**src/design/smc_pkg.sv**
```systemverilog
// smc_pkg: shared constants for the SQL parameter marker counter.
// Counter width, scan mode codes and character codes.
// No dependencies.
package smc_pkg;

  localparam int COUNT_BITS = 16;
  localparam int OUT_BITS   = 16;
  localparam int MODE_BITS  = 4;

  typedef logic [MODE_BITS-1:0]  mode_t;
  typedef logic [COUNT_BITS-1:0] count_t;

  localparam mode_t MODE_NORMAL   = 4'd0;
  localparam mode_t MODE_DASH     = 4'd1;
  localparam mode_t MODE_SLASH    = 4'd2;
  localparam mode_t MODE_LINE     = 4'd3;
  localparam mode_t MODE_BLOCK    = 4'd4;
  localparam mode_t MODE_BSTAR    = 4'd5;
  localparam mode_t MODE_SQ       = 4'd6;
  localparam mode_t MODE_SQ_QUOTE = 4'd7;
  localparam mode_t MODE_SQ_ESC   = 4'd8;
  localparam mode_t MODE_DQ       = 4'd9;
  localparam mode_t MODE_DQ_QUOTE = 4'd10;
  localparam mode_t MODE_DQ_ESC   = 4'd11;

  localparam logic [7:0] CH_QMARK  = 8'h3F;
  localparam logic [7:0] CH_DASH   = 8'h2D;
  localparam logic [7:0] CH_SLASH  = 8'h2F;
  localparam logic [7:0] CH_STAR   = 8'h2A;
  localparam logic [7:0] CH_NL     = 8'h0A;
  localparam logic [7:0] CH_SQUOTE = 8'h27;
  localparam logic [7:0] CH_DQUOTE = 8'h22;
  localparam logic [7:0] CH_BSLASH = 8'h5C;

endpackage

```
**src/design/sql_marker_counter_unit.sv**
```systemverilog
// sql_marker_counter_unit: counts '?' markers in a byte stream of SQL text,
// skipping comments and quoted strings. Depends on smc_pkg.
//
//  channel | valid     | stall     | payload
//  --------+-----------+-----------+------------------------------------
//  in      | in_valid  | in_stall  | char_byte, last_char, empty_stmt
//  out     | out_valid | out_stall | marker_count, was_empty
//
// One byte per cycle while in_stall is low; scan mode and count update in the
// cycle of the transfer, and the result lands in the output register on the next edge.
// A result that meets a held output waits in a skid register; in_stall is
// that register's valid flag, so it never follows out_stall in the same cycle.
// rst (synchronous) returns the scanner to plain text with a zero count.
module sql_marker_counter_unit (
  input  logic                        clk,
  input  logic                        rst,
  input  logic                        in_valid,
  output logic                        in_stall,
  input  logic [7:0]                  char_byte,
  input  logic                        last_char,
  input  logic                        empty_stmt,
  output logic                        out_valid,
  input  logic                        out_stall,
  output logic [smc_pkg::OUT_BITS-1:0] marker_count,
  output logic                        was_empty
);

  localparam int WIDE = smc_pkg::COUNT_BITS + smc_pkg::OUT_BITS;
  localparam smc_pkg::count_t COUNT_MAX = {smc_pkg::COUNT_BITS{1'b1}};

  smc_pkg::mode_t  scan_mode, scan_mode_next;
  smc_pkg::count_t running_count, running_count_next;
  smc_pkg::count_t count_scanned;
  logic            in_xfer, has_result, marker_hit, out_load;
  logic [smc_pkg::OUT_BITS-1:0] count_out, result_count;
  logic            skid_valid, skid_empty;
  logic [smc_pkg::OUT_BITS-1:0] skid_count;

  function automatic smc_pkg::mode_t plain_next(input logic [7:0] c);
    smc_pkg::mode_t m;
    case (c)
      smc_pkg::CH_DASH:   m = smc_pkg::MODE_DASH;
      smc_pkg::CH_SLASH:  m = smc_pkg::MODE_SLASH;
      smc_pkg::CH_SQUOTE: m = smc_pkg::MODE_SQ;
      smc_pkg::CH_DQUOTE: m = smc_pkg::MODE_DQ;
      default:            m = smc_pkg::MODE_NORMAL;
    endcase
    return m;
  endfunction

  function automatic smc_pkg::mode_t mode_step(input smc_pkg::mode_t mode,
                                               input logic [7:0] c);
    smc_pkg::mode_t m;
    case (mode)
      smc_pkg::MODE_DASH:
        m = (c == smc_pkg::CH_DASH) ? smc_pkg::MODE_LINE : plain_next(c);
      smc_pkg::MODE_SLASH: begin
        if (c == smc_pkg::CH_STAR)       m = smc_pkg::MODE_BLOCK;
        else if (c == smc_pkg::CH_SLASH) m = smc_pkg::MODE_LINE;
        else                             m = plain_next(c);
      end
      smc_pkg::MODE_LINE:
        m = (c == smc_pkg::CH_NL) ? smc_pkg::MODE_NORMAL : smc_pkg::MODE_LINE;
      smc_pkg::MODE_BLOCK:
        m = (c == smc_pkg::CH_STAR) ? smc_pkg::MODE_BSTAR : smc_pkg::MODE_BLOCK;
      smc_pkg::MODE_BSTAR: begin
        if (c == smc_pkg::CH_SLASH)     m = smc_pkg::MODE_NORMAL;
        else if (c == smc_pkg::CH_STAR) m = smc_pkg::MODE_BSTAR;
        else                            m = smc_pkg::MODE_BLOCK;
      end
      smc_pkg::MODE_SQ: begin
        if (c == smc_pkg::CH_SQUOTE)      m = smc_pkg::MODE_SQ_QUOTE;
        else if (c == smc_pkg::CH_BSLASH) m = smc_pkg::MODE_SQ_ESC;
        else                              m = smc_pkg::MODE_SQ;
      end
      smc_pkg::MODE_SQ_QUOTE:
        m = (c == smc_pkg::CH_SQUOTE) ? smc_pkg::MODE_SQ : plain_next(c);
      smc_pkg::MODE_SQ_ESC:
        m = smc_pkg::MODE_SQ;
      smc_pkg::MODE_DQ: begin
        if (c == smc_pkg::CH_DQUOTE)      m = smc_pkg::MODE_DQ_QUOTE;
        else if (c == smc_pkg::CH_BSLASH) m = smc_pkg::MODE_DQ_ESC;
        else                              m = smc_pkg::MODE_DQ;
      end
      smc_pkg::MODE_DQ_QUOTE:
        m = (c == smc_pkg::CH_DQUOTE) ? smc_pkg::MODE_DQ : plain_next(c);
      smc_pkg::MODE_DQ_ESC:
        m = smc_pkg::MODE_DQ;
      default:
        m = plain_next(c);
    endcase
    return m;
  endfunction

  // a '?' counts in every mode that falls back to plain text on it
  function automatic logic plain_fallback(input smc_pkg::mode_t mode);
    logic p;
    case (mode)
      smc_pkg::MODE_LINE, smc_pkg::MODE_BLOCK, smc_pkg::MODE_BSTAR,
      smc_pkg::MODE_SQ, smc_pkg::MODE_SQ_ESC,
      smc_pkg::MODE_DQ, smc_pkg::MODE_DQ_ESC: p = 1'b0;
      default:                                p = 1'b1;
    endcase
    return p;
  endfunction

  assign in_stall     = skid_valid;
  assign in_xfer      = in_valid && !in_stall;
  assign has_result   = empty_stmt || last_char;
  assign marker_hit   = (char_byte == smc_pkg::CH_QMARK) && plain_fallback(scan_mode);
  assign out_load     = !out_valid || !out_stall;
  assign result_count = empty_stmt ? '0 : count_out;

  always_comb begin
    count_scanned = running_count;
    if (marker_hit && running_count != COUNT_MAX) begin
      count_scanned = running_count + smc_pkg::COUNT_BITS'(1);
    end
    if (WIDE'(count_scanned) > WIDE'({smc_pkg::OUT_BITS{1'b1}})) begin
      count_out = {smc_pkg::OUT_BITS{1'b1}};
    end else begin
      count_out = smc_pkg::OUT_BITS'(count_scanned);
    end

    scan_mode_next     = scan_mode;
    running_count_next = running_count;
    if (in_xfer) begin
      if (has_result) begin
        scan_mode_next     = smc_pkg::MODE_NORMAL;
        running_count_next = '0;
      end else begin
        scan_mode_next     = mode_step(scan_mode, char_byte);
        running_count_next = count_scanned;
      end
    end
  end

  always_ff @(posedge clk) begin
    if (rst) begin
      scan_mode     <= smc_pkg::MODE_NORMAL;
      running_count <= '0;
      out_valid     <= 1'b0;
      skid_valid    <= 1'b0;
    end else begin
      scan_mode     <= scan_mode_next;
      running_count <= running_count_next;
      if (out_load) begin
        out_valid  <= skid_valid || (in_xfer && has_result);
        skid_valid <= 1'b0;
      end else if (in_xfer && has_result) begin
        skid_valid <= 1'b1;
      end
    end
  end

  // skid entry drains first; no input transfer while it is full
  always_ff @(posedge clk) begin
    if (out_load) begin
      if (skid_valid) begin
        marker_count <= skid_count;
        was_empty    <= skid_empty;
      end else if (in_xfer && has_result) begin
        marker_count <= result_count;
        was_empty    <= empty_stmt;
      end
    end else if (in_xfer && has_result) begin
      skid_count <= result_count;
      skid_empty <= empty_stmt;
    end
  end

endmodule

```
**config.mk**
```make
export PLATFORM = sky130hd
export DESIGN_NAME = sql_marker_counter_unit
export DESIGN_NICKNAME = d
export VERILOG_FILES = /design/src/design/smc_pkg.sv /design/src/design/sql_marker_counter_unit.sv
export SDC_FILE = /design/constraint.sdc
export NUM_CORES = 1
export LEC_CHECK = 0
export BUFFER_PORTS_ARGS = -buffer_cell sky130_fd_sc_hd__buf_2
export CAP_MARGIN = 20
export CORE_ASPECT_RATIO = 0.75
export CORE_MARGIN = 2
export CORE_UTILIZATION = 33
export CTS_BUF_LIST = sky130_fd_sc_hd__clkbuf_16
export DETAILED_ROUTE_END_ITERATION = 12
export PLACE_DENSITY = 0.49
export SYNTH_ARGS = -nofsm -noshare
export SYNTH_HDL_FRONTEND = slang
export SYNTH_SLANG_ARGS = --single-unit
```
**constraint.sdc**
```tcl
create_clock -name clk -period 2.7 [get_ports clk]
set_input_delay 0.135 -clock clk [delete_from_list [all_inputs] [get_ports clk]]
set_output_delay 0.135 -clock clk [all_outputs]
set_load 0.03 [all_outputs]
```
* Word level (Yosys, flattened, before mapping)
Index checks and enable logic that the tools add are counted.
** Operators by class
- Add/sub/neg operators :: 1
- Eq/ne operators :: 20
- Muxes and demuxes :: 27
- Bitwise gates (word level) :: 1
- Reductions and logical operators :: 15
** Operators with widths (count)
- $mux W16 :: 5
- $eq A8 B6 Y1 const B :: 6
- $pmux W4 S11 :: 1
- $pmux W4 S3 :: 3
- $mux W4 :: 8
- $add A16 B1 Y16 const B :: 1
- $eq A4 B3 Y1 const B :: 4
- $eq A4 B4 Y1 const B :: 4
- $ne A16 B16 Y1 const B :: 1
- $pmux W4 S4 :: 1
- $pmux W3 S3 :: 1
- $eq A4 B2 Y1 const B :: 2
- $eq A8 B4 Y1 const B :: 1
- $eq A8 B7 Y1 const B :: 1
- $reduce_or A7 Y1 :: 1
- $mux W2 :: 3
- $eq A4 B1 Y1 const B :: 1
- $logic_and A1 B1 Y1 :: 4
- $mux W1 :: 4
- $reduce_and A2 Y1 :: 2
- $logic_not A1 Y1 :: 3
- $logic_or A1 B1 Y1 :: 3
- $mux W3 :: 1
- $reduce_bool A2 Y1 :: 1
- 2 further kinds :: 2
** Storage, ports and cells
- Bits in registers :: 56
- Input bits :: 14
- Output and inout port bits :: 19
- Word-level logic and storage cells :: 72

* Depth between registers and ports, before layout
Gate-level depths: netlist of run 1.
- Word-level depth :: 9
- Depth in mapped cells :: 8
- Mapped depth without buffers :: 6

* Least setup slack after synthesis of run 1
Ideal clock, no wire load.
- Path type :: register to register
- Start point :: register skid_valid, in the netlist in_stall
- End point :: register marker_count[0] (netlist bit), enable pin
- Library setup time :: 0.397 ns
- Arrival :: 2.104 ns
- Required time :: 2.303 ns
- Path slack :: 0.199 ns
- Cell stages (with the launch flop) :: 5
- Cell sequence :: dfxtp_1 -> clkbuf_1 -> buf_1 -> a21oi_1 -> a21oi_1
** Between the ends
- Longest elaborated chain between the ends :: 5
** Ends and longest elaborated chain
- start: declaration :: RTL line sql_marker_counter_unit.sv:36 : logic skid_valid, skid_empty;
- start signal: assignment :: RTL line sql_marker_counter_unit.sv:143 : skid_valid <= 1'b0;
- start signal: assignment :: RTL line sql_marker_counter_unit.sv:149 : skid_valid <= 1'b0;
- start signal: assignment :: RTL line sql_marker_counter_unit.sv:151 : skid_valid <= 1'b1;
- $logic_not A1 Y1 :: RTL line sql_marker_counter_unit.sv:108 : assign in_xfer = in_valid && !in_stall;
- $logic_and A1 B1 Y1 :: RTL line sql_marker_counter_unit.sv:108
- $logic_and A1 B1 Y1 :: RTL line sql_marker_counter_unit.sv:162 : end else if (in_xfer && has_result) begin
- $reduce_bool A2 Y1 (no source line) (*)
- $reduce_and A2 Y1 (no source line) (*)
- end signal: assignment :: RTL line sql_marker_counter_unit.sv:160 : marker_count <= skid_count;
- end signal: assignment :: RTL line sql_marker_counter_unit.sv:163 : marker_count <= result_count;
- end: declaration :: RTL line sql_marker_counter_unit.sv:24 : output logic [smc_pkg::OUT_BITS-1:0] marker_count,
Mark *: on every way between the ends. The rest lies on a longest branch, timed or not.
A chain may end at the register's enable or synchronous reset.

* Worst setup path in the final report of run 1
- Start point :: register scan_mode[2]
- End point :: register running_count[6]
** Between the ends
- Longest elaborated chain between the ends :: 7
- Elaborated cells on any way between the ends :: 13
- Classes of those cells :: eq/ne: 7; mux: 3; reduce/logical: 3
** Ends and longest elaborated chain
- start: declaration :: RTL line sql_marker_counter_unit.sv:31 : smc_pkg::mode_t scan_mode, scan_mode_next;
- start signal: assignment :: RTL line sql_marker_counter_unit.sv:140 : scan_mode <= smc_pkg::MODE_NORMAL;
- start signal: assignment :: RTL line sql_marker_counter_unit.sv:145 : scan_mode <= scan_mode_next;
- $eq A4 B4 Y1, or another cell as far along :: RTL line sql_marker_counter_unit.sv:98 : case (mode)
- $reduce_or A7 Y1 (*) :: RTL line sql_marker_counter_unit.sv:98
- $mux W1 (*) :: RTL line sql_marker_counter_unit.sv:98
- $logic_and A1 B1 Y1 (*) :: RTL line sql_marker_counter_unit.sv:110 : assign marker_hit = (char_byte == smc_pkg::CH_QMARK) && plain_fallback(scan_mode);
- $logic_and A1 B1 Y1 (*) :: RTL line sql_marker_counter_unit.sv:116 : if (marker_hit && running_count != COUNT_MAX) begin
- $mux W16 (*) :: RTL line sql_marker_counter_unit.sv:116
- $mux W16 (*) :: RTL line sql_marker_counter_unit.sv:128 : if (has_result) begin
- end signal: assignment :: RTL line sql_marker_counter_unit.sv:146 : running_count <= running_count_next;
- end: declaration :: RTL line sql_marker_counter_unit.sv:32 : smc_pkg::count_t running_count, running_count_next;
Marks and branches as above.

==> results of run 1 <==
## registers in the layout, indices dropped and copies added, names as in the netlist
signal / count
marker_count: 16
in_stall: 1
scan_mode: 4
skid_empty: 1
skid_count: 16
out_valid: 1
was_empty: 1
running_count: 16
## worst max path at each step
stage,end,from,depth (start not counted)
floorplan,marker_count[0],in_stall,4
global placement,running_count[5],char_byte[2],7
detailed placement,running_count[6],char_byte[0],7
CTS,running_count[6],scan_mode[2],6
global route,marker_count[6],running_count[9],6
finish,running_count[6],scan_mode[2],6
## placed cells by master (no fill, tap or decap), types with 6 or more instances in the layout
cell and instances:
nand3_1 14, buf_2 32, nor3b_1 7, a21oi_1 20, o311ai_0 6, or3_1 11, o21ai_0 20, buf_4 23
dfxtp_1 22, a31oi_1 11, nand2_1 38, nor2_1 23, o31ai_1 15, or4_1 11, o211ai_1 6, nor3_1 21
edfxtp_1 34, nor4_1 9
## cell usage after synthesis, types with 9 or more instances
master    count
or3_1        11
nor2_1       23
o21ai_0      20
nor4_1        9
clkbuf_1     26
a31oi_1      11
or4_1        11
o31ai_1      15
nor3_1       22
dfxtp_1      22
a21oi_1      21
nand2_1      38
nand3_1      14
edfxtp_1     34
## kinds of logic (layout without fill, tap and decap cells)
kind of cell	count (synthesis)	after routing	share of synthesized area [%]
DFF	56	56	42.0
adders and majority gates	1	1	0.360
AOI/OAI and AO/OA	118	118	23.6
and+or+nand+nor	172	172	26.7
xor gates and xnor gates	5	5	1.26
muxes	6	6	1.83
buffers and inverters	36	68	4.28
## final cells by class
type                            count  area [um2]  area share, %
Multi-Input combinational cell    302        1880           46.5
Tap cell                          136         170           4.22
Clock buffer                        5         125           3.10
Clock inverter                      3        18.8          0.465
Timing Repair Buffer               57         373           9.24
Sequential cell                    56        1460           36.2
Inverter                            3        11.3          0.279
## report_power, final
part           internal, mW  switching (mW)
registers             0.925         0.00835
logic                0.0462           0.111
clock network         0.344           0.322
total                  1.32           0.441
## stage by stage
| stage | area, um2 | power (mW) | instances |
|---|---|---|---|
| after floorplan | 3480 | 1.05 | 394 |
| after global placement | 3890 | 1.11 | 554 |
| after detailed placement | 3890 | 1.11 | 554 |
| after CTS | 4040 | 1.77 | 562 |
| after global routing | 4040 | 1.82 | 562 |
| final | 4040 | 1.76 | 562 |
## routing by layer
metal	part of all wire [%]	up-vias	global-route usage, %
met5	0	-	0
met4	0.92	0	3.93
met3	4.3	9	3.02
met2	42	85	26.2
met1	53	1546	28.1
li1	-	1601	-
==> run_results.csv, run 1 <==
group,metric,value,unit
sta,fin_crit,2.43,ns
synthesis,synthesized_area_divided_by_synthesized_cell_count,8.83,um2
pwr,leakage_dissipation,1.26,nW
sta,hold_slack,0.120,ns
clock_network,htree_num_levels,2,
sta,min_period_over_period,90.1,%
worst_setup_path,crit_path_cell_trace,"and2_1 -> a211oi_1 -> or3_4 -> buf_4 -> or4_1 -> a31oi_1",
place,place.port_buffers,32,
pwr,vdd.ir_drop.worst,0.000262,V
sta,timing.final.max_slew_violations,0,
clock_network,cts_root_buf,"clkbuf_16",
detailed_routing,viasPerCell,5.77,
sta,finalSetupViolations,0,
synthesis,synthFlopType,"edfxtp_1",
synthesis,synth.yosys.warnings,0,
synthesis,synthesis.instances,394,
synthesis,synth_largest_type_area_fraction,29.4,%
final_layout,fin_util,39.2,%
sta,setup_ws,0.267,ns
clock_network,clock_insertion_delay_worst_skew,0.30,ns
detailed_routing,drcViolationCount,0,
floorplan,floorplan.die.height,92.9,um
detailed_routing,detailroute.via_count,3241,
sta,timing.final.hold_violations,0,
clock_network,postCtsResizedCells,0,
clock_network,cts_sinks,56,
synthesis,synth_area_leaders,"edfxtp_1 29%, dfxtp_1 13%, nand2_1 4.1%",
worst_setup_path,r2r_slack,0.27,ns
worst_setup_path,critical_path.max_stage_delay,0.56,ns
global_routing,track_usage,18.2,%
sta,final.setup_skew,0.00518,ns
worst_setup_path,path_class,"reg -> reg",
min_path,worst_hold_path.num_cells,2,
synthesis,synth_enable_flop_cells,34,
synthesis,asyncSetResetFlopFracSynth,0,%
min_path,worstHoldEndpoint,"running_count[15]",
status,outcome,"complete, no violations",
clock_network,postCtsSetupRepairBufs,0,
global_routing,globalRouteOverflowTotal,0,
sta,setup-tns-final,0,ns
worst_setup_path,reg2reg_from,"scan_mode[2]",
worst_setup_path,worstSetupEndpointType,"flop",
worst_setup_path,crit_required,2.93,ns
global_routing,grt_first_pass_wirelength,16100,um
worst_setup_path,critical_path.reg2reg.endpoint,"running_count[6]",
worst_setup_path,cp_num_buf_inv,1,
detailed_routing,drt_initial_violations,279,
synthesis,synth.distinct_cells,59,
worst_setup_path,critical-path-slowest-cell,"dfxtp_1",
final_layout,layout-drive-gt1-share,18.8,%
final_layout,diodes,0,
clock_network,post_cts_hold_buffer_count,0,
detailed_routing,dr.pass1.iters,5,
final_layout,number_of_nets_in_the_layout,440,
place,gp_congestion,0.859,
place,dp_hpwl,6980,um
floorplan,die_area,11400,um2
floorplan,io_pins,33,
global_routing,grt_antenna_before_repair,0,
detailed_routing,wl_per_cell,17.6,um
synthesis,synth-seq-area-share,42.0,%
synthesis,mappedNetlistNets,409,
sta,rsz0062_at_grt,"no",
synthesis,most_area_hungry_cell_type_in_the_yosys_netlist,"edfxtp_1",
final_layout,fillCellCount,1065,
clock_network,tritoncts.num_buffers,5,
sta,timing_worst_slew_pin_value,0.626,ns
worst_setup_path,cp_max_fo,39,
worst_setup_path,critical_path_arrival,2.67,ns
clock_network,cts_max_path_buffers,2,
worst_setup_path,reg2regPathDepth,6,
sta,relSlewSlack,57.7,%
global_routing,grt_max_degree,40,
floorplan,num_rows,32,
final_layout,area_growth_syn_to_layout,16.0,%
min_path,min_from,"rst",
clock_network,tritoncts,"built",
sta,clock.fmax,411,MHz
synthesis,synth-seq-cells,56,
job,maxCapViolations,0,
clock_network,clk_transition_reported_paths,0.07,ns
floorplan,initial_utilization,33.8,%
floorplan,coreArea,10300,um2
pwr,power_per_cell_area,435,nW/um2
global_routing,first_global_vias,2946,
min_path,hp-class,"in -> reg",
detailed_routing,ant_nets,0,
worst_setup_path,critPathLaunchType,"flop",
synthesis,synth_area,3480,um2
detailed_routing,finalWirelength,9900,um
place,place_ws,0.265,ns
worst_setup_path,critical_path.top_delay_family,"simple AND/OR/NAND/NOR gates",
floorplan,die_width,123,um
(Power assumes the default switching activity.)
==> inputs of run 2 (changes only) <==
--- a/config.mk
+++ b/config.mk
@@ -10,7 +10,7 @@
 export CORE_ASPECT_RATIO = 0.75
 export CORE_MARGIN = 2
 export CORE_UTILIZATION = 33
-export CTS_BUF_LIST = sky130_fd_sc_hd__clkbuf_16
+export CTS_BUF_LIST = sky130_fd_sc_hd__clkbuf_2 sky130_fd_sc_hd__clkbuf_4 sky130_fd_sc_hd__clkbuf_8
 export DETAILED_ROUTE_END_ITERATION = 12
 export PLACE_DENSITY = 0.49
 export SYNTH_ARGS = -nofsm -noshare
==> run 2 against run 1 <==
Worst hold slack worse by 0.027 ns; critical path type unchanged; global-route usage fell by 0.16 points; clock power shrank 27%; wire length fell by 0.54%; combinational power is essentially flat; via count increased by 0.65%.
==> run_results.csv, run 2 (same netlist as run 1, synthesis figures left out) <==
group,metric,value,unit
final_layout,layout-drive-gt1-share,18.8,%
sta,timing.final.hold_violations,0,
worst_setup_path,critical_path.top_delay_family,"simple AND/OR/NAND/NOR gates",
final_layout,layout.cells.most_common,"nand2_1",
place,placed_cell_area,3890,um2
clock_network,tritoncts,"built",
sta,clock.fmax,411,MHz
floorplan,coreArea,10300,um2
worst_setup_path,reg2regPathDepth,6,
floorplan,die_area,11400,um2
sta,setup-tns-final,0,ns
final_layout,diodes,0,
clock_network,clk_transition_reported_paths,0.11,ns
global_routing,track_usage,18.1,%
place,dp_hpwl,6980,um
global_routing,first_global_vias,2927,
detailed_routing,drt_initial_violations,250,
sta,final.setup_skew,0.00642,ns
sta,relSlewSlack,58.6,%
final_layout,fillCellCount,1067,
sta,hold_slack,0.0931,ns
worst_setup_path,worstSetupEndpointType,"flop",
sta,timing_worst_slew_pin_value,0.613,ns
worst_setup_path,reg2reg_from,"scan_mode[2]",
floorplan,die_width,123,um
floorplan,num_rows,32,
sta,timing.final.max_slew_violations,0,
place,place_ws,0.265,ns
pwr,leakage_dissipation,1.24,nW
global_routing,grt_max_degree,40,
min_path,hp-class,"in -> reg",
clock_network,post_cts_hold_buffer_count,0,
place,place.port_buffers,32,
clock_network,postCtsSetupRepairBufs,0,
floorplan,floorplan.die.height,92.9,um
clock_network,clock_insertion_delay_worst_skew,0.32,ns
worst_setup_path,critical_path.reg2reg.endpoint,"running_count[6]",
clock_network,cts_max_path_buffers,2,
worst_setup_path,r2r_slack,0.27,ns
worst_setup_path,cp_num_buf_inv,1,
final_layout,registers_with_the_most_flip_flops,"marker_count: 16 flops, running_count: 16 flops, skid_count: 16 flops",
worst_setup_path,crit_required,2.96,ns
worst_setup_path,critical_path.max_stage_delay,0.57,ns
detailed_routing,dr.pass1.iters,5,
clock_network,postCtsResizedCells,0,
sta,fin_crit,2.43,ns
min_path,worst_hold_path.num_cells,2,
worst_setup_path,path_class,"reg -> reg",
floorplan,initial_utilization,33.8,%
final_layout,finish.instance_area,3980,um2
min_path,worstHoldEndpoint,"running_count[6]",
clock_network,cts_sinks,56,
floorplan,io_pins,33,
worst_setup_path,critPathLaunchType,"flop",
detailed_routing,drcViolationCount,0,
job,maxCapViolations,0,
status,outcome,"complete, no violations",
worst_setup_path,critical-path-slowest-cell,"dfxtp_1",
sta,setup_ws,0.269,ns
final_layout,area_growth_syn_to_layout,14.4,%
global_routing,globalRouteOverflowTotal,0,
clock_network,cts_root_buf,"clkbuf_8",
detailed_routing,finalWirelength,9840,um
worst_setup_path,crit_start,"scan_mode[2]",
pwr,vdd.ir_drop.worst,0.000215,V
sta,finalSetupViolations,0,
global_routing,grt_antenna_before_repair,0,
sta,rsz0062_at_grt,"no",
place,gp_congestion,0.859,
final_layout,fin_util,38.7,%
clock_network,htree_num_levels,2,
detailed_routing,viasPerCell,5.80,
final_layout,number_of_nets_in_the_layout,440,
sta,min_period_over_period,90.0,%
worst_setup_path,crit_path_cell_trace,"and2_1 -> a211oi_1 -> or3_4 -> buf_4 -> or4_1 -> a31oi_1",
detailed_routing,ant_nets,0,
worst_setup_path,critical_path_arrival,2.69,ns
worst_setup_path,cp_max_fo,39,
detailed_routing,detailroute.via_count,3262,
global_routing,grt_first_pass_wirelength,16000,um
pwr,power_per_cell_area,396,nW/um2
min_path,min_from,"rst",
detailed_routing,wl_per_cell,17.5,um
clock_network,tritoncts.num_buffers,5,
final_layout,final_cell_mix,"38 x nand2_1, 34 x edfxtp_1, 32 x buf_2, 23 x nor2_1, 23 x buf_4",
## run 2: cell counts in the layout (fill, tap and decap cells not counted)
No cell type changed its count.
## run 2: power breakdown
part | switching (mW) | leakage, nW | internal [mW]
clock network | 0.304 | 0.0479 | 0.182
logic | 0.111 | 0.707 | 0.0462
registers | 0.00836 | 0.484 | 0.926
total | 0.423 | 1.24 | 1.15
## run 2: cell type report
class | instances | area (um2) | share of cell area, %
Clock buffer | 5 | 68.8 | 1.73
Clock inverter | 3 | 18.8 | 0.472
Inverter | 3 | 11.3 | 0.283
Multi-Input combinational cell | 302 | 1880 | 47.2
Sequential cell | 56 | 1460 | 36.7
Tap cell | 136 | 170 | 4.28
Timing Repair Buffer | 57 | 373 | 9.37
## run 2: through the flow
stage | cells | power (mW)
4_1_cts | 562 | 1.59
5_1_grt | 562 | 1.64
3_5_place_dp | 554 | 1.11
6_report | 562 | 1.58
2_1_floorplan | 394 | 1.05
3_3_place_gp | 554 | 1.11
## run 2: worst register-to-register path, delay by kind of cell (launching register included)
| family | cells | cell delay [ns] |
|---|---|---|
| compound gates | 2 | 0.24 |
| buf+inv | 1 | 0.25 |
| flops | 1 | 0.57 |
| simple gates | 3 | 1.30 |
## run 2: layer usage
metal	routed length, um	share of wire, %	GRT usage, %	vias up
li1	-	-	-	1605
met1	5160	52	28.0	1550
met2	4090	42	25.8	97
met3	501	5.1	3.20	10
met4	83	0.84	3.45	0
met5	0	0	0	-
## run 2: how the worst max path moves through the flow
stage | depth (start not counted) | end | slack (ns)
floorplan | 4 | marker_count[0] | 0.20
global route | 6 | marker_count[6] | 0.07
finish | 6 | running_count[6] | 0.27
CTS | 6 | running_count[6] | 0.30
global placement | 7 | running_count[5] | 0.32
detailed placement | 7 | running_count[6] | 0.26
==> inputs of run 3 (changes only) <==
--- a/config.mk
+++ b/config.mk
@@ -5,6 +5,7 @@
 export SDC_FILE = /design/constraint.sdc
 export NUM_CORES = 1
 export LEC_CHECK = 0
+export ABC_AREA = 1
 export BUFFER_PORTS_ARGS = -buffer_cell sky130_fd_sc_hd__buf_2
 export CAP_MARGIN = 20
 export CORE_ASPECT_RATIO = 0.75
@@ -12,7 +13,7 @@
 export CORE_UTILIZATION = 33
 export CTS_BUF_LIST = sky130_fd_sc_hd__clkbuf_2 sky130_fd_sc_hd__clkbuf_4 sky130_fd_sc_hd__clkbuf_8
 export DETAILED_ROUTE_END_ITERATION = 12
-export PLACE_DENSITY = 0.49
+export PLACE_DENSITY = 0.5
 export SYNTH_ARGS = -nofsm -noshare
 export SYNTH_HDL_FRONTEND = slang
 export SYNTH_SLANG_ARGS = --single-unit
==> run 3 against run 2 <==
Final cell count up 11%; synthesized cell count increased by 17%; clock skew increased by 0.0085 ns; sequential cell count did not move; power down 2.4%; sequential power fell by 0.7%; via count down 10%; design area is 7.8% lower; wire length is 20% lower; fmax up 6.4%; critical endpoint is now marker_count[15].
==> run_results.csv, run 3 <==
group,metric,value,unit
floorplan,floorplan.die.height,90.4,um
sta,timing.final.max_slew_violations,0,
final_layout,number_of_nets_in_the_layout,505,
detailed_routing,drt_initial_violations,178,
place,dp_hpwl,5910,um
detailed_routing,drcViolationCount,0,
global_routing,grt_antenna_before_repair,0,
floorplan,initial_utilization,34.0,%
pwr,vdd.ir_drop.worst,0.000144,V
job,maxCapViolations,0,
worst_setup_path,critPathLaunchType,"flop",
worst_setup_path,cp_max_fo,17,
final_layout,fillCellCount,1009,
synthesis,synthesized_area_divided_by_synthesized_cell_count,7.14,um2
detailed_routing,detailroute.via_count,2923,
clock_network,postCtsSetupRepairBufs,0,
synthesis,synth_area_leaders,"edfxtp_1 31%, nand2_1 17%, dfxtp_1 13%",
clock_network,htree_num_levels,2,
final_layout,layout-drive-gt1-share,12.4,%
place,gp_congestion,0.890,
final_layout,multiInputGateArea,1560,um2
global_routing,first_global_vias,2620,
clock_network,tritoncts,"built",
pwr,leakage_dissipation,1.49,nW
detailed_routing,viasPerCell,4.69,
detailed_routing,dr.pass1.iters,4,
synthesis,synth.yosys.warnings,0,
synthesis,yosys.cell_count.top_type,"nand2_1",
sta,min_period_over_period,84.6,%
clock_network,cts_sinks,56,
clock_network,post_cts_hold_buffer_count,0,
synthesis,synth.distinct_cells,26,
synthesis,synthesis.instances,460,
sta,rsz0062_at_grt,"no",
floorplan,die_width,119,um
sta,clock.fmax,438,MHz
synthesis,mappedNetlistNets,475,
global_routing,grt_max_degree,23,
sta,fin_crit,2.28,ns
synthesis,synth-seq-area-share,44.5,%
status,outcome,"complete, no violations",
clock_network,cts_root_buf,"clkbuf_8",
global_routing,globalRouteOverflowTotal,0,
clock_network,clock_insertion_delay_worst_skew,0.32,ns
place,place.port_buffers,32,
final_layout,layout.cells.most_common,"nand2_1",
sta,timing.final.hold_violations,0,
final_layout,area.sequential,1460,um2
floorplan,die_area,10800,um2
clock_network,cts_max_path_buffers,2,
global_routing,grt_first_pass_wirelength,13300,um
detailed_routing,wl_per_cell,12.7,um
final_layout,registers_with_the_most_flip_flops,"marker_count: 16 flops, running_count: 16 flops, skid_count: 16 flops",
floorplan,coreArea,9660,um2
min_path,hp-class,"in -> reg",
sta,relSlewSlack,60.6,%
synthesis,synth-seq-cells,56,
pwr,power_per_cell_area,419,nW/um2
worst_setup_path,crit_required,2.76,ns
final_layout,final_cell_mix,"147 x nand2_1, 54 x nor2_1, 51 x nand3_1, 49 x inv_1, 34 x edfxtp_1",
synthesis,netlist_top_cells_count,"147 x nand2_1, 54 x nor2_1, 51 x nand3_1, 49 x inv_1, 34 x edfxtp_1",
worst_setup_path,worstSetupEndpointType,"flop",
clock_network,postCtsResizedCells,0,
floorplan,io_pins,33,
clock_network,tritoncts.num_buffers,5,
floorplan,num_rows,31,
synthesis,synth_enable_flop_cells,34,
clock_network,clk_transition_reported_paths,0.11,ns
global_routing,track_usage,15.3,%
sta,final.setup_skew,0.0150,ns
synthesis,most_area_hungry_cell_type_in_the_yosys_netlist,"edfxtp_1",
synthesis,synth_area,3290,um2
synthesis,asyncSetResetFlopFracSynth,0,%
worst_setup_path,path_class,"reg -> reg",
synthesis,synth_largest_type_area_fraction,31.1,%
sta,timing_worst_slew_pin_value,0.590,ns
final_layout,diodes,0,
detailed_routing,ant_nets,0,
pwr,total_power,1.54,mW
worst_setup_path,critical_path_arrival,2.34,ns
final_layout,area_growth_syn_to_layout,11.7,%
sta,setup-tns-final,0,ns
sta,finalSetupViolations,0,
synthesis,synthFlopType,"edfxtp_1",
detailed_routing,finalWirelength,7890,um
run 3: cell count changes in the layout (fill, tap and decap cells not counted), sizes merged, moves of 15 or more:
cell and change:
inv +48, nand2 +111, nand3 +39, o31ai -15
buf -20, nor3 -16, nor2 +36
run 3: final timing paths:
check	startpoint	end	slack [ns]	depth (start not counted)
hold / removal	out_stall	in_stall	0.12	3
hold reg to reg	scan_mode[3]	scan_mode[3]	0.49	2
setup reg to reg	running_count[0]	marker_count[15]	0.42	8
setup / recovery	running_count[0]	marker_count[15]	0.42	8
run 3: per-layer routing:
metal	wire, um	track usage (%)
met5	0	0
met4	66	3.27
met3	371	2.97
met2	3180	22.4
met1	4270	23.2
run 3: cell families after synthesis:
family                   count (synthesis)  synth area share (%)
AND/OR/NAND/NOR                        277                  36.5
AO/OA/AOI/OAI                           53                  8.38
buffers and inverters                   65                  8.15
flip-flops                              56                  44.5
adder cells (fa/ha/maj)                  1                 0.381
XOR/XNOR                                 8                  2.13
run 3: layout make-up:
| cell class | count | area share, % |
|---|---|---|
| tap | 132 | 4.50 |
| inverter | 51 | 5.22 |
| sequential | 56 | 39.8 |
| clock buffer | 6 | 2.08 |
| clock inverter | 2 | 0.443 |
| timing repair buffer | 37 | 5.39 |
| multi-input combinational | 339 | 42.6 |
run 3: power breakdown:
group | switching [mW] | total, mW | internal (mW) | leakage (nW)
combinational | 0.0960 | 0.127 | 0.0310 | 0.946
clock | 0.290 | 0.485 | 0.196 | 0.0448
sequential | 0.00478 | 0.927 | 0.922 | 0.504
run 3: worst max-delay path, stage by stage, from the launching register on:
cell	delay (ns)
dfxtp_1	0.41
ha_1	0.24
inv_1	0.07
nor2_2	0.26
nand4_4	0.31
nand3_2	0.38
nand2_1	0.11
nand2_1	0.15
o21ai_0	0.09
run 3: per-stage QoR:
| stage | worst slack (ns) | area (um2) | instances | util (%) | hold WS (ns) |
|---|---|---|---|---|---|
| after CTS | 0.406 | 3670 | 623 | 38.0 | 0.120 |
| after detailed placement | 0.420 | 3580 | 615 | 37.0 | 0.475 |
| after global placement | 0.488 | 3580 | 615 | 37.0 | 0.468 |
| after global routing | 0.187 | 3670 | 623 | 38.0 | 0.140 |
| after floorplan | 0.0634 | 3290 | 460 | - | 0.204 |
| final | 0.416 | 3670 | 623 | 38.0 | 0.123 |
